File: config.mk
export PLATFORM = sky130hd
export DESIGN_NAME = nixie_time_display_sequencer_top
export DESIGN_NICKNAME = d
export VERILOG_FILES = /design/src/rtl/ntds_pkg.sv /design/src/rtl/nixie_time_display_sequencer_top.sv
export SDC_FILE = /design/constraint.sdc
export NUM_CORES = 1
export LEC_CHECK = 0
export BUFFER_PORTS_ARGS = -buffer_cell sky130_fd_sc_hd__buf_2
export CORE_ASPECT_RATIO = 0.6
export CORE_MARGIN = 10
export CORE_UTILIZATION = 35
export DETAILED_ROUTE_END_ITERATION = 7
export GPL_TIMING_DRIVEN = 1
export PLACE_DENSITY = 0.5
export SYNTH_ARGS = -nofsm -noshare
export SYNTH_HDL_FRONTEND = slang
export SYNTH_SLANG_ARGS = --single-unit
File: constraint.sdc
create_clock -name clk -period 6.1 [get_ports clk]
set_clock_uncertainty 0.2 [all_clocks]
set_input_delay 0.305 -clock clk [delete_from_list [all_inputs] [get_ports clk]]
set_output_delay 0.305 -clock clk [all_outputs]
set_load 0.05 [all_outputs]
File: src/rtl/ntds_pkg.sv
package ntds_pkg;

	// Sequencer phases
	localparam logic [2:0] PH_IDLE  = 3'd0;
	localparam logic [2:0] PH_INTRO = 3'd1;
	localparam logic [2:0] PH_SHOW  = 3'd2;
	localparam logic [2:0] PH_PAUSE = 3'd3;

	// Item kinds
	localparam logic [1:0] KIND_TICK   = 2'd0;
	localparam logic [1:0] KIND_SECOND = 2'd1;
	localparam logic [1:0] KIND_RESYNC = 2'd2;

	// Configuration register indexes
	localparam logic [2:0] REG_INTRO_FRAME_MS = 3'd0;
	localparam logic [2:0] REG_DIGIT_MS       = 3'd1;
	localparam logic [2:0] REG_PAUSE_MS       = 3'd2;
	localparam logic [2:0] REG_PAUSE_REPEATS  = 3'd3;
	localparam logic [2:0] REG_SECS_PER_TRIG  = 3'd4;

	localparam int PERIOD_W = 11;
	localparam int CFG_IDX_W = 3;

	// Reset values of the registers
	localparam logic [PERIOD_W-1:0] INTRO_FRAME_MS_RST = 11'd60;
	localparam logic [PERIOD_W-1:0] DIGIT_MS_RST       = 11'd250;
	localparam logic [PERIOD_W-1:0] PAUSE_MS_RST       = 11'd1000;
	localparam logic [1:0]          PAUSE_REPEATS_RST  = 2'd2;
	localparam logic [5:0]          SECS_PER_TRIG_RST  = 6'd60;

	localparam logic [3:0] DIGIT_BLANK = 4'd10;
	localparam logic [3:0] LAST_INTRO  = 4'd9;
	localparam logic [5:0] SECOND_MAX  = 6'd63;

	typedef logic [3:0] digit_t;

	// Tens digit of a value below 64, by comparison
	function automatic digit_t tens_of(input logic [5:0] v);
		digit_t t;
		if (v >= 6'd60) t = 4'd6;
		else if (v >= 6'd50) t = 4'd5;
		else if (v >= 6'd40) t = 4'd4;
		else if (v >= 6'd30) t = 4'd3;
		else if (v >= 6'd20) t = 4'd2;
		else if (v >= 6'd10) t = 4'd1;
		else t = 4'd0;
		return t;
	endfunction

	// Units digit: subtract ten times the tens digit
	function automatic digit_t units_of(input logic [5:0] v);
		logic [5:0] tens_x10;
		logic [5:0] rem;
		tens_x10 = {2'b00, tens_of(v)} * 6'd10;
		rem = v - tens_x10;
		return rem[3:0];
	endfunction

endpackage

File: src/rtl/nixie_time_display_sequencer_top.sv
// The result of an accepted item beat is registered and valid in the next cycle.
// Throughput: one item per cycle while results are taken; the result register frees
// as it is taken, so a new item is accepted while the previous result waits only if taken.
// Reset (arst_n low, asynchronous): counters cleared, phase idle, shown digit blank,
// registers at their default values, no result pending.
module nixie_time_display_sequencer_top #(
	parameter int TICK_COUNT_WIDTH = 11
) (
	input  logic                           clk,
	input  logic                           arst_n,
	// configuration write port
	input  logic                           cfg_we,
	input  logic [ntds_pkg::CFG_IDX_W-1:0] cfg_index,
	input  logic [ntds_pkg::PERIOD_W-1:0]  cfg_data,
	// item channel
	input  logic                           item_valid,
	output logic                           item_ready,
	input  logic [1:0]                     kind,
	input  logic [4:0]                     hour,
	input  logic [5:0]                     minute,
	input  logic [5:0]                     second,
	// result channel
	output logic                           res_valid,
	input  logic                           res_ready,
	output logic [3:0]                     digit,
	output logic                           digit_write,
	output logic                           force_solid,
	output logic                           busy_res
);
	import ntds_pkg::*;

	localparam int CMP_W = (TICK_COUNT_WIDTH > PERIOD_W) ? TICK_COUNT_WIDTH : PERIOD_W;
	localparam logic [TICK_COUNT_WIDTH-1:0] TICK_MAX = '1;

	// Configuration registers
	logic [PERIOD_W-1:0] intro_frame_ms_q, digit_ms_q, pause_ms_q;
	logic [1:0]          pause_repeats_q;
	logic [5:0]          secs_per_trig_q;

	// Sequencer state
	logic [TICK_COUNT_WIDTH-1:0] ms_count_q;
	logic [5:0]                  second_count_q;
	logic [2:0]                  phase_q;
	logic [3:0]                  frame_index_q;
	logic [1:0]                  repeat_count_q;
	logic [4:0]                  hour_latch_q;
	logic [5:0]                  minute_latch_q;
	digit_t                      shown_digit_q;

	// Next-state values
	logic [TICK_COUNT_WIDTH-1:0] ms_count_d, ms_upd;
	logic [5:0]                  second_count_d, sec_upd;
	logic [2:0]                  phase_d;
	logic [3:0]                  frame_index_d;
	logic [1:0]                  repeat_count_d;
	logic [4:0]                  hour_latch_d;
	logic [5:0]                  minute_latch_d;
	digit_t                      shown_digit_d;
	logic                        wrote;

	logic [CMP_W-1:0] ms_ext;
	logic             intro_due, digit_due, pause_due;

	logic res_valid_q;
	logic accept;

	assign item_ready = !res_valid_q || res_ready;
	assign accept     = item_valid && item_ready;
	assign res_valid  = res_valid_q;

	// Write configuration registers
	always_ff @(posedge clk or negedge arst_n) begin
		if (!arst_n) begin
			intro_frame_ms_q <= INTRO_FRAME_MS_RST;
			digit_ms_q       <= DIGIT_MS_RST;
			pause_ms_q       <= PAUSE_MS_RST;
			pause_repeats_q  <= PAUSE_REPEATS_RST;
			secs_per_trig_q  <= SECS_PER_TRIG_RST;
		end else if (cfg_we) begin
			unique case (cfg_index)
				REG_INTRO_FRAME_MS: intro_frame_ms_q <= cfg_data;
				REG_DIGIT_MS:       digit_ms_q       <= cfg_data;
				REG_PAUSE_MS:       pause_ms_q       <= cfg_data;
				REG_PAUSE_REPEATS:  pause_repeats_q  <= cfg_data[1:0];
				REG_SECS_PER_TRIG:  secs_per_trig_q  <= cfg_data[5:0];
				default: ;
			endcase
		end
	end

	// Advance the tick and second counters (saturating), or load the second counter on a resync
	always_comb begin
		ms_upd  = ms_count_q;
		sec_upd = second_count_q;
		unique case (kind)
			KIND_TICK:   if (ms_count_q != TICK_MAX) ms_upd = ms_count_q + 1'b1;
			KIND_SECOND: if (second_count_q != SECOND_MAX) sec_upd = second_count_q + 1'b1;
			KIND_RESYNC: sec_upd = second;
			default: ;
		endcase
	end

	assign ms_ext    = CMP_W'(ms_upd);
	assign intro_due = ms_ext >= CMP_W'(intro_frame_ms_q);
	assign digit_due = ms_ext >= CMP_W'(digit_ms_q);
	assign pause_due = ms_ext >= CMP_W'(pause_ms_q);

	// Trigger test, then one step of the phase machine
	always_comb begin
		ms_count_d     = ms_upd;
		second_count_d = sec_upd;
		phase_d        = phase_q;
		frame_index_d  = frame_index_q;
		repeat_count_d = repeat_count_q;
		hour_latch_d   = hour_latch_q;
		minute_latch_d = minute_latch_q;
		shown_digit_d  = shown_digit_q;
		wrote          = 1'b0;
		if (sec_upd >= secs_per_trig_q) begin
			second_count_d = '0;
			hour_latch_d   = hour;
			minute_latch_d = minute;
			frame_index_d  = '0;
			repeat_count_d = '0;
			phase_d        = PH_INTRO;
		end else begin
			unique case (phase_q)
				PH_INTRO: begin
					if (intro_due) begin
						ms_count_d = '0;
						wrote      = 1'b1;
						if (frame_index_q > LAST_INTRO) begin
							frame_index_d = '0;
							shown_digit_d = DIGIT_BLANK;
							phase_d       = PH_SHOW;
						end else begin
							shown_digit_d = frame_index_q;
							frame_index_d = frame_index_q + 1'b1;
						end
					end
				end
				PH_SHOW: begin
					if (digit_due) begin
						ms_count_d    = '0;
						wrote         = 1'b1;
						frame_index_d = frame_index_q + 1'b1;
						unique case (frame_index_q)
							4'd0: shown_digit_d = tens_of({1'b0, hour_latch_q});
							4'd2: shown_digit_d = units_of({1'b0, hour_latch_q});
							4'd4: shown_digit_d = tens_of(minute_latch_q);
							4'd6: shown_digit_d = units_of(minute_latch_q);
							4'd1, 4'd3, 4'd5: shown_digit_d = DIGIT_BLANK;
							default: begin
								shown_digit_d = DIGIT_BLANK;
								frame_index_d = '0;
								phase_d       = PH_PAUSE;
							end
						endcase
					end
				end
				PH_PAUSE: begin
					if (repeat_count_q >= pause_repeats_q) begin
						frame_index_d  = '0;
						repeat_count_d = '0;
						phase_d        = PH_IDLE;
					end else if (pause_due) begin
						ms_count_d     = '0;
						repeat_count_d = repeat_count_q + 1'b1;
						phase_d        = PH_SHOW;
					end
				end
				default: phase_d = PH_IDLE;
			endcase
		end
	end

	// Hold sequencer state, update on each accepted item beat
	always_ff @(posedge clk or negedge arst_n) begin
		if (!arst_n) begin
			ms_count_q     <= '0;
			second_count_q <= '0;
			phase_q        <= PH_IDLE;
			frame_index_q  <= '0;
			repeat_count_q <= '0;
			hour_latch_q   <= '0;
			minute_latch_q <= '0;
			shown_digit_q  <= DIGIT_BLANK;
		end else if (accept) begin
			ms_count_q     <= ms_count_d;
			second_count_q <= second_count_d;
			phase_q        <= phase_d;
			frame_index_q  <= frame_index_d;
			repeat_count_q <= repeat_count_d;
			hour_latch_q   <= hour_latch_d;
			minute_latch_q <= minute_latch_d;
			shown_digit_q  <= shown_digit_d;
		end
	end

	// Result valid: set on accept, drop when taken
	always_ff @(posedge clk or negedge arst_n) begin
		if (!arst_n) begin
			res_valid_q <= 1'b0;
		end else if (accept) begin
			res_valid_q <= 1'b1;
		end else if (res_ready) begin
			res_valid_q <= 1'b0;
		end
	end

	// Result payload register
	always_ff @(posedge clk) begin
		if (accept) begin
			digit       <= shown_digit_d;
			digit_write <= wrote;
			force_solid <= (phase_d != PH_IDLE);
			busy_res    <= (phase_d != PH_IDLE);
		end
	end

endmodule
==> run metrics, run 1 <==
Antenna Cells 0; CP Launch Type flop; drt first pass iters 5; synthesized area 5780 um2; drt initial violations 370; largest net degree at the start of global routing 53; routability cong. 0.869; initial antenna violation count 0; first-pass GRT wire length 24200 um; grt total ovfl 0; fin. max-slew vios 0; busiest grt layer met1; CTS clk-pin slew, worst paths 0.07 ns; RSZ-0062 raised after global routing no; Syn Area/Cell 9.07 um2; met3 Track Usage GR 3.40%; Max transition margin 26.6%; area of the multi-input gates 3170 um2; Final Setup Violations 0; syn_nets 730; Worst EP arrival 4.34 ns; number of primary I/O pins 47; status finished, final reports clean; DIE WIDTH 186 um; min-delay worst type input port to flop; Post-synth EDFFs 6; buffer depth of the longest clock path 2; initial core utilization 35.6%; vias in the first global route 4544; worst-path maximum fanout 11; Mapped Cells 637; Crit Path Category flop to flop; placed cells 877; Final Core Density 41.3%; Clk Tree Root Cell clkbuf_16; worst skew pair latency 0.34 ns; Layout area overhead 15.8%; max-cap violations 0; overall routed net length 14700 um; setup bufs post-CTS 0; GRT Total Usage 13.7%; fillers 1582; post-cts resize count 0; GR Util met2 18.2%; CP required 6.08 ns; final instance area 6690 um2; top_reg_cell synth dfrtp_1; crit path capture type flop; total CTS buffers 9; Slew @ Worst Pin 1.10 ns; Routed wire per std cell 16.1 um; share of cells above drive strength 1 18.5%; Rows 36; Post-synth ARST share 93.3%; count of cell types in the netlist 75; Via Count 4657; Placed Area 6220 um2; Post-DP HPWL 11400 um; post-route ant nets 0; vias per inst 5.11; CTS tree built; Period minus WS final 4.37 ns; PwrDens 399 nW/um2; GR Util met1 21.3%; sequential share of the synthesized area 39.6%; Die Y 120 um; DIE AREA 22200 um2; Peak Freq 229 MHz; Register Area 2290 um2; Core Region 16200 um2; synth warn 0; final hold vios 0; leakage dissipation 2.94 nW; CTS Sinks 89; Remaining DRCs 0; non-filler cells, final 911; nets 790; Setup WS post-layout 1.73 ns; Post-Place Setup Slack 1.76 ns; peak supply drop 0.169 mV; H-Tree Depth 3; PortBufs 46; post-synthesis register bit count 89; fin crit share 71.6%; setup TNS 0 ns
-- repair_timing --
action / in CTS / in global routing
endpoints found under the setup margin: 0 / 0
endpoints found under the hold margin: 52 / 0
hold buffers: 18 / 0
-- final cells by class --
class	instances	area share [%]
clock buffers	10	3.42
clock inverters	6	0.879
inverters	60	3.37
multi-input cells	467	47.4
flip-flops and latches	89	34.2
well taps	209	3.91
repair buffers	70	6.85
-- flip-flops by register name, summed over array words and instances, names as in the netlist --
register and count:
busy_res 1, digit 4, digit_ms_q 11, digit_write 1, frame_index_q 4, hour_latch_q 5
intro_frame_ms_q 11, minute_latch_q 6, ms_count_q 11, pause_ms_q 11, pause_repeats_q 2, phase_q 3
repeat_count_q 2, res_valid 1, second_count_q 6, secs_per_trig_q 6, shown_digit_q 4
-- cells in the mapped netlist, drive strengths merged, types with 4 or more instances --
library cell	instances	area share, %
o21ai	71	6.2
clkbuf	14	0.91
nand2	98	6.4
a31oi	9	1.2
edfxtp	6	3.1
nor2	44	3.2
a22o	7	1.1
inv	60	3.9
nor2b	9	0.97
and3	5	0.54
a311oi	4	0.71
ha	53	11
a21oi	32	3.0
nand3	13	1.1
o31ai	6	1.0
dfrtp	60	26
xnor2	5	0.76
nor3	11	1.1
nand2b	10	1.1
mux2	15	2.9
dfstp	23	10
xor2	10	1.5
nand4	5	0.54
buf	7	0.80
-- cells in the final DEF (no fill, tap or decap), types with 3 or more instances in the layout --
cell | netlist | layout
nand2_1 | 97 | 97
dfrtp_1 | 60 | 60
inv_1 | 59 | 59
o21ai_0 | 59 | 59
ha_1 | 53 | 53
buf_2 | 4 | 45
nor2_1 | 36 | 36
a21oi_1 | 29 | 29
dfstp_2 | 23 | 23
dlygate4sd3_1 | 0 | 18
mux2_2 | 15 | 15
nand3_1 | 13 | 13
o21ai_1 | 12 | 12
nand2b_1 | 10 | 10
xor2_1 | 10 | 10
nor2b_1 | 9 | 9
nor3_1 | 9 | 9
clkbuf_16 | 0 | 9
a31oi_1 | 8 | 8
nor2_2 | 8 | 8
a22o_1 | 7 | 7
buf_4 | 2 | 7
edfxtp_1 | 6 | 6
and3_1 | 5 | 5
nand4_1 | 5 | 5
o31ai_1 | 5 | 5
xnor2_1 | 5 | 5
and4_1 | 3 | 3
and2_1 | 3 | 3
a21o_1 | 3 | 3
a311oi_1 | 3 | 3
o21bai_1 | 3 | 3
a21oi_2 | 3 | 3
a211oi_1 | 3 | 3
o2bb2ai_1 | 3 | 3
-- metal layers --
layer	vias up	part of all wire, %	wire (um)
li1	2351	-	-
met5	-	0	0
met1	2192	55	8060
met2	102	39	5720
met4	0	0.91	133
met3	12	5.1	751
-- worst max-delay path: stages (launching register included) --
cell and delay (ns):
dfrtp_1 0.42, ha_1 0.21, nand3_1 0.26, o31ai_4 0.47, mux2_2 0.44, ha_1 0.29
nand2_1 0.05, o21ai_1 0.20, a31oi_1 0.22, nand2_1 0.22, nand2_1 0.14, a2111oi_4 0.97
a311oi_1 0.10
-- where the power goes --
part           switching [mW]  total (mW)  leakage (nW)  internal, mW
clock network           0.234       0.548         0.136         0.315
registers               0.160       0.947          1.05         0.787
logic                   0.692        1.17          1.76         0.478
total                    1.09        2.67          2.94          1.58
-- kinds of logic after synthesis --
family	synth area share, %
simple gates	17.4
compound gates	19.5
flops	39.6
buf+inv	5.61
fa+ha+maj	12.4
mux	3.27
xor+xnor	2.27
-- worst paths after layout --
path | from | endpoint | slack (ns) | cells after the start
max in group asynchronous | arst_n | intro_frame_ms_q[7] | 4.40 | 3
max | ms_count_q[0] | ms_count_q[6] | 1.73 | 12
min in group asynchronous | arst_n | pause_ms_q[1] | 0.25 | 2
min | cfg_data[1] | digit_ms_q[1] | 0.03 | 3
min reg2reg | shown_digit_q[1] | shown_digit_q[1] | 0.29 | 1
max reg2reg | ms_count_q[0] | ms_count_q[6] | 1.73 | 12
-- through the flow --
stage | power (mW) | hold slack [ns]
after detailed placement | 2.11 | 0.0816
after floorplan | 1.80 | -0.191
after global routing | 2.91 | 0.0362
final | 2.67 | 0.0262
after global placement | 2.09 | 0.0779
after CTS | 2.68 | 0.0196
Power figures use the tool's default switching activity.
==> run 2: changes to the inputs <==
--- a/config.mk
+++ b/config.mk
@@ -11,7 +11,7 @@
 export CORE_UTILIZATION = 35
 export DETAILED_ROUTE_END_ITERATION = 7
 export GPL_TIMING_DRIVEN = 1
-export PLACE_DENSITY = 0.5
+export PLACE_DENSITY = 0.52
 export SYNTH_ARGS = -nofsm -noshare
 export SYNTH_HDL_FRONTEND = slang
 export SYNTH_SLANG_ARGS = --single-unit
==> constraint.sdc (replaced) <==
create_clock -name clk -period 4 [get_ports clk]
set_clock_uncertainty 0.2 [all_clocks]
set_input_delay 0.2 -clock clk [delete_from_list [all_inputs] [get_ports clk]]
set_output_delay 0.2 -clock clk [all_outputs]
set_load 0.05 [all_outputs]
==> run 2 against run 1 <==
  * Combinational power increased by 62%
  * Clock power up 76%
  * Cell count is 1.5% higher
  * Sequential power up 52%
  * Sequential share of layout area decreased by 1.2 points
  * Via count up 0.99%
  * Utilization grew 1.5 points
==> run metrics, run 2 (synthesis results as in run 1) <==
commonest non-fill, non-tap cell in the layout nand2_1; overall routed net length 14800 um; Post-DP HPWL 11300 um; Worst EP arrival 3.79 ns; Register Area 2290 um2; number of primary I/O pins 47; Layout area overhead 20.1%; final instance area 6940 um2; Max Used Layer met4; leakage dissipation 3.04 nW; PortBufs 46; Antenna Cells 0; final hold slack 0.0964 ns; buffer depth of the longest clock path 2; metal3 WL 796 um; setup TNS 0 ns; setup slack, reg-to-reg 0.23 ns; CTS clk-pin slew, worst paths 0.07 ns; Peak Freq 265 MHz; Overall Power 4.30 mW; RSZ-0062 raised after global routing no; vias per inst 5.08; first-pass GRT wire length 24500 um; slowest stage cell, crit path dfrtp_1; routability cong. 0.890; Max transition margin 42.5%; Via Count 4703; fillers 1595; PwrDens 619 nW/um2; CTS tree built; fin. max-slew vios 0; Crit Path Category flop to flop; Core Region 16200 um2; fin crit share 94.3%; Crit path top cell by count ha_1; routed wl met2 5740 um; drt first pass iters 5; Buf+Inv Stages, Crit Path 1; GRT Total Usage 13.8%; area of the multi-input gates 3240 um2; CP required 4.02 ns; initial core utilization 35.6%; H-Tree Depth 3; DIE AREA 22200 um2; post-route ant nets 0; status finished, final reports clean; Routed wire per std cell 16.0 um; Die Y 120 um; crit-path cells ha_1, and3_1, nand3_1, a32o_1, a22o_1, ha_1, nor4_2, o21ai_1, a31oi_4, nand2_2, a2111oi_4, buf_12, a311oi_2; worst skew pair latency 0.35 ns; worst-path maximum fanout 11; Worst path top cell family by delay compound AO/OA/AOI/OAI gates; Critical Path Max Stage Delay 0.46 ns; Post-Place Setup Slack 0.0529 ns; max-cap violations 0; drt initial violations 355; Placed Area 6270 um2; largest net degree at the start of global routing 58; CP Launch Type flop; Remaining DRCs 0; Period minus WS final 3.77 ns; vias in the first global route 4560; grt total ovfl 0; initial antenna violation count 0; share of cells above drive strength 1 20.4%; Clk Tree Root Cell clkbuf_16; peak supply drop 0.216 mV; Setup WS post-layout 0.228 ns; Final Setup Violations 0; DIE WIDTH 186 um; most frequent cells in the layout nand2_1 (96), dfrtp_1 (60), inv_1 (59), o21ai_0 (59), ha_1 (53); final hold vios 0; min-delay worst type input port to flop; Slew @ Worst Pin 0.860 ns; total CTS buffers 9; Rows 36; nets 804; WL met1 8160 um; CTS Sinks 89; crit path capture type flop
[run 2: stage by stage]
step	utilization [%]	cells
5_1_grt	42.8	925
4_1_cts	42.3	923
3_3_place_gp	38.7	882
6_report	42.8	925
3_5_place_dp	38.7	882
2_1_floorplan	-	637
[run 2: worst paths after layout]
kind	cells past startpoint	startpoint	end
setup / recovery	13	second_count_q[0]	ms_count_q[7]
hold / removal	3	cfg_index[1]	pause_repeats_q[0]
setup reg to reg	13	second_count_q[0]	ms_count_q[7]
hold reg to reg	1	shown_digit_q[1]	shown_digit_q[1]
max in group asynchronous	3	arst_n	digit_ms_q[1]
min in group asynchronous	2	arst_n	intro_frame_ms_q[1]
[run 2: per-layer routing]
layer / vias up / GRT usage, %
li1: 2381 / -
met1: 2197 / 21.5
met2: 116 / 18.2
met3: 9 / 3.10
met4: 0 / 3.31
met5: - / 0
[run 2: power by group]
part | internal [mW] | leakage, nW | switching (mW) | total (mW)
Combinational | 0.776 | 1.83 | 1.11 | 1.89
Sequential | 1.20 | 1.05 | 0.241 | 1.44
Clock | 0.608 | 0.160 | 0.360 | 0.967
[run 2: final cells by class]
| class | instances | share of cell area, % |
|---|---|---|
| sequential | 89 | 32.9 |
| clock inverter | 6 | 1.53 |
| tap | 209 | 3.77 |
| clock buffer | 10 | 3.30 |
| timing repair buffer | 84 | 8.55 |
| inverter | 60 | 3.25 |
| multi-input combinational | 467 | 46.7 |
[run 2: worst register-to-register path: cells and delay by family, from the launching register on]
| family | cells | cell delay, ns |
|---|---|---|
| buf+inv | 1 | 0.19 |
| flops | 1 | 0.46 |
| compound gates | 6 | 1.53 |
| fa+ha+maj | 2 | 0.45 |
| simple gates | 4 | 0.80 |
[run 2: what timing repair did]
| action | in CTS | in global routing |
|---|---|---|
| hold buffers | 25 | 0 |
| hold endpoints to repair | 86 | 0 |
| setup buffers | 0 | 2 |
| resized for setup | 0 | 13 |
| setup endpoints to repair | 0 | 32 |
==> run 3: changes to the inputs <==
--- a/config.mk
+++ b/config.mk
@@ -12,6 +12,7 @@
 export DETAILED_ROUTE_END_ITERATION = 7
 export GPL_TIMING_DRIVEN = 1
 export PLACE_DENSITY = 0.52
+export RECOVER_POWER = 100
 export SYNTH_ARGS = -nofsm -noshare
 export SYNTH_HDL_FRONTEND = slang
 export SYNTH_SLANG_ARGS = --single-unit
==> run 3 against run 2 <==
  * The flow now finishes with violations (capacitance limit, slew limit)
  * Sequential power about the same
  * Hold slack got worse by 0.0020 ns
  * Worst setup slack got worse by 0.0060 ns
  * Clock power decreased by 0.4%
  * Count of clock-buffer cells in the layout unchanged
  * Maximum frequency decreased by 0.16%
  * Via count decreased by 0.28%
  * Global-route usage unchanged
  * Sequential share of layout area increased by 0.37 points
  * Cell count unchanged
  * First-iteration DRC count decreased by 9.3%
==> run metrics, run 3 (synthesis results as in run 1) <==
Rows 36; worst-path maximum fanout 11; Remaining DRCs 0; Slew @ Worst Pin 1.55 ns; RSZ-0062 raised after global routing no; GRT Total Usage 13.8%; Worst EP arrival 3.79 ns; status finished, violations left; post-route ant nets 0; DIE AREA 22200 um2; Max transition margin -3.26%; Final Core Density 42.3%; Via Count 4690; min-delay worst type input port to flop; CTS Sinks 89; initial core utilization 35.6%; routability cong. 0.890; failing checks capacitance limit, slew limit; RR Startpoint second_count_q[0]; drt first pass iters 5; CTS clk-pin slew, worst paths 0.06 ns; initial antenna violation count 0; overall routed net length 14800 um; setup slack, reg-to-reg 0.22 ns; final hold vios 0; Core Region 16200 um2; Final Setup Violations 0; worst skew pair latency 0.35 ns; Period minus WS final 3.78 ns; hold path startpoint cfg_index[1]; Critical Path Max Stage Delay 0.47 ns; Reg2Reg Depth 13; first-pass GRT wire length 24500 um; vias in the first global route 4560; Layout area overhead 18.8%; buffer depth of the longest clock path 2; largest net degree at the start of global routing 58; CTS tree built; Crit path top cell by count ha_1; leakage dissipation 2.98 nW; crit-path cells ha_1, and3_1, nand3_1, a32o_1, a22o_1, ha_1, nor4_1, o21ai_1, a31oi_4, nand2_2, a2111oi_4, buf_12, a311oi_2; drt initial violations 322; Antenna Cells 0; slowest stage cell, crit path dfrtp_1; Post-DP HPWL 11300 um; Critical path origin second_count_q[0]; vias per inst 5.07; nets 804; WHS Path Cells 3; Routed wire per std cell 16.0 um; Crit Path Category flop to flop; fin crit share 94.4%; share of cells above drive strength 1 16.5%; Peak Freq 265 MHz; total CTS buffers 9; Overall Power 4.26 mW; Die Y 120 um; most frequent cells in the layout nand2_1 (96), o21ai_0 (60), dfrtp_1 (60), inv_1 (59), ha_1 (53); crit path capture type flop; max-cap violations 2; peak supply drop 0.216 mV; setup TNS 0 ns; CP required 4.01 ns; grt total ovfl 0; PwrDens 622 nW/um2; H-Tree Depth 3; fin. max-slew vios 63; PortBufs 46; Clk Tree Root Cell clkbuf_16; DIE WIDTH 186 um; number of primary I/O pins 47; commonest non-fill, non-tap cell in the layout nand2_1; CP Launch Type flop
run 3: cell type report:
class                      count  area [um2]
clock buffer                  10         229
clock inverter                 6         106
fill                        1606        9360
inverter                      60         225
multi-input combinational    467        3190
sequential                    89        2290
tap                          209         262
timing repair buffer          84         559
run 3: layer usage:
metal	routed length [um]	vias up	track usage [%]
li1	-	2381	-
met1	8110	2189	21.5
met2	5750	111	18.2
met3	810	9	3.10
met4	126	0	3.31
met5	0	-	0
run 3: worst max-delay path: cells and delay by family (launching register included):
kind / cells / cell delay [ns]
AOI/OAI and AO/OA: 6 / 1.52
and+or+nand+nor: 4 / 0.81
DFF: 1 / 0.47
buffers and inverters: 1 / 0.18
adders and majority gates: 2 / 0.44
run 3: through the flow:
step / std cells / area, um2 / setup slack (ns) / hold WS [ns]
2_1_floorplan: 637 / 5780 / 0.654 / -0.296
3_3_place_gp: 882 / 6270 / 0.204 / 0.111
3_5_place_dp: 882 / 6270 / 0.0529 / 0.125
4_1_cts: 923 / 6860 / 0.0383 / 0.0869
5_1_grt: 925 / 6860 / 0.0101 / 0.112
6_report: 925 / 6860 / 0.222 / 0.0943
run 3: power breakdown:
group | switching, mW | internal, mW | leakage [nW]
clock | 0.356 | 0.607 | 0.160
sequential | 0.242 | 1.20 | 1.05
combinational | 1.10 | 0.759 | 1.77
run 3: worst paths after layout:
path | end
worst min register to register | shown_digit_q[1]
worst min-delay path | pause_repeats_q[0]
max in group asynchronous | hour_latch_q[2]
min in group asynchronous | intro_frame_ms_q[1]
worst max-delay path | ms_count_q[7]
worst max register to register | ms_count_q[7]
run 3: timing repair:
action	4_1_cts	5_1_grt
setup endpoints to repair	0	32
resized for setup	0	13
buffers inserted	0	2
hold endpoints to repair	86	0
hold buffers	25	0
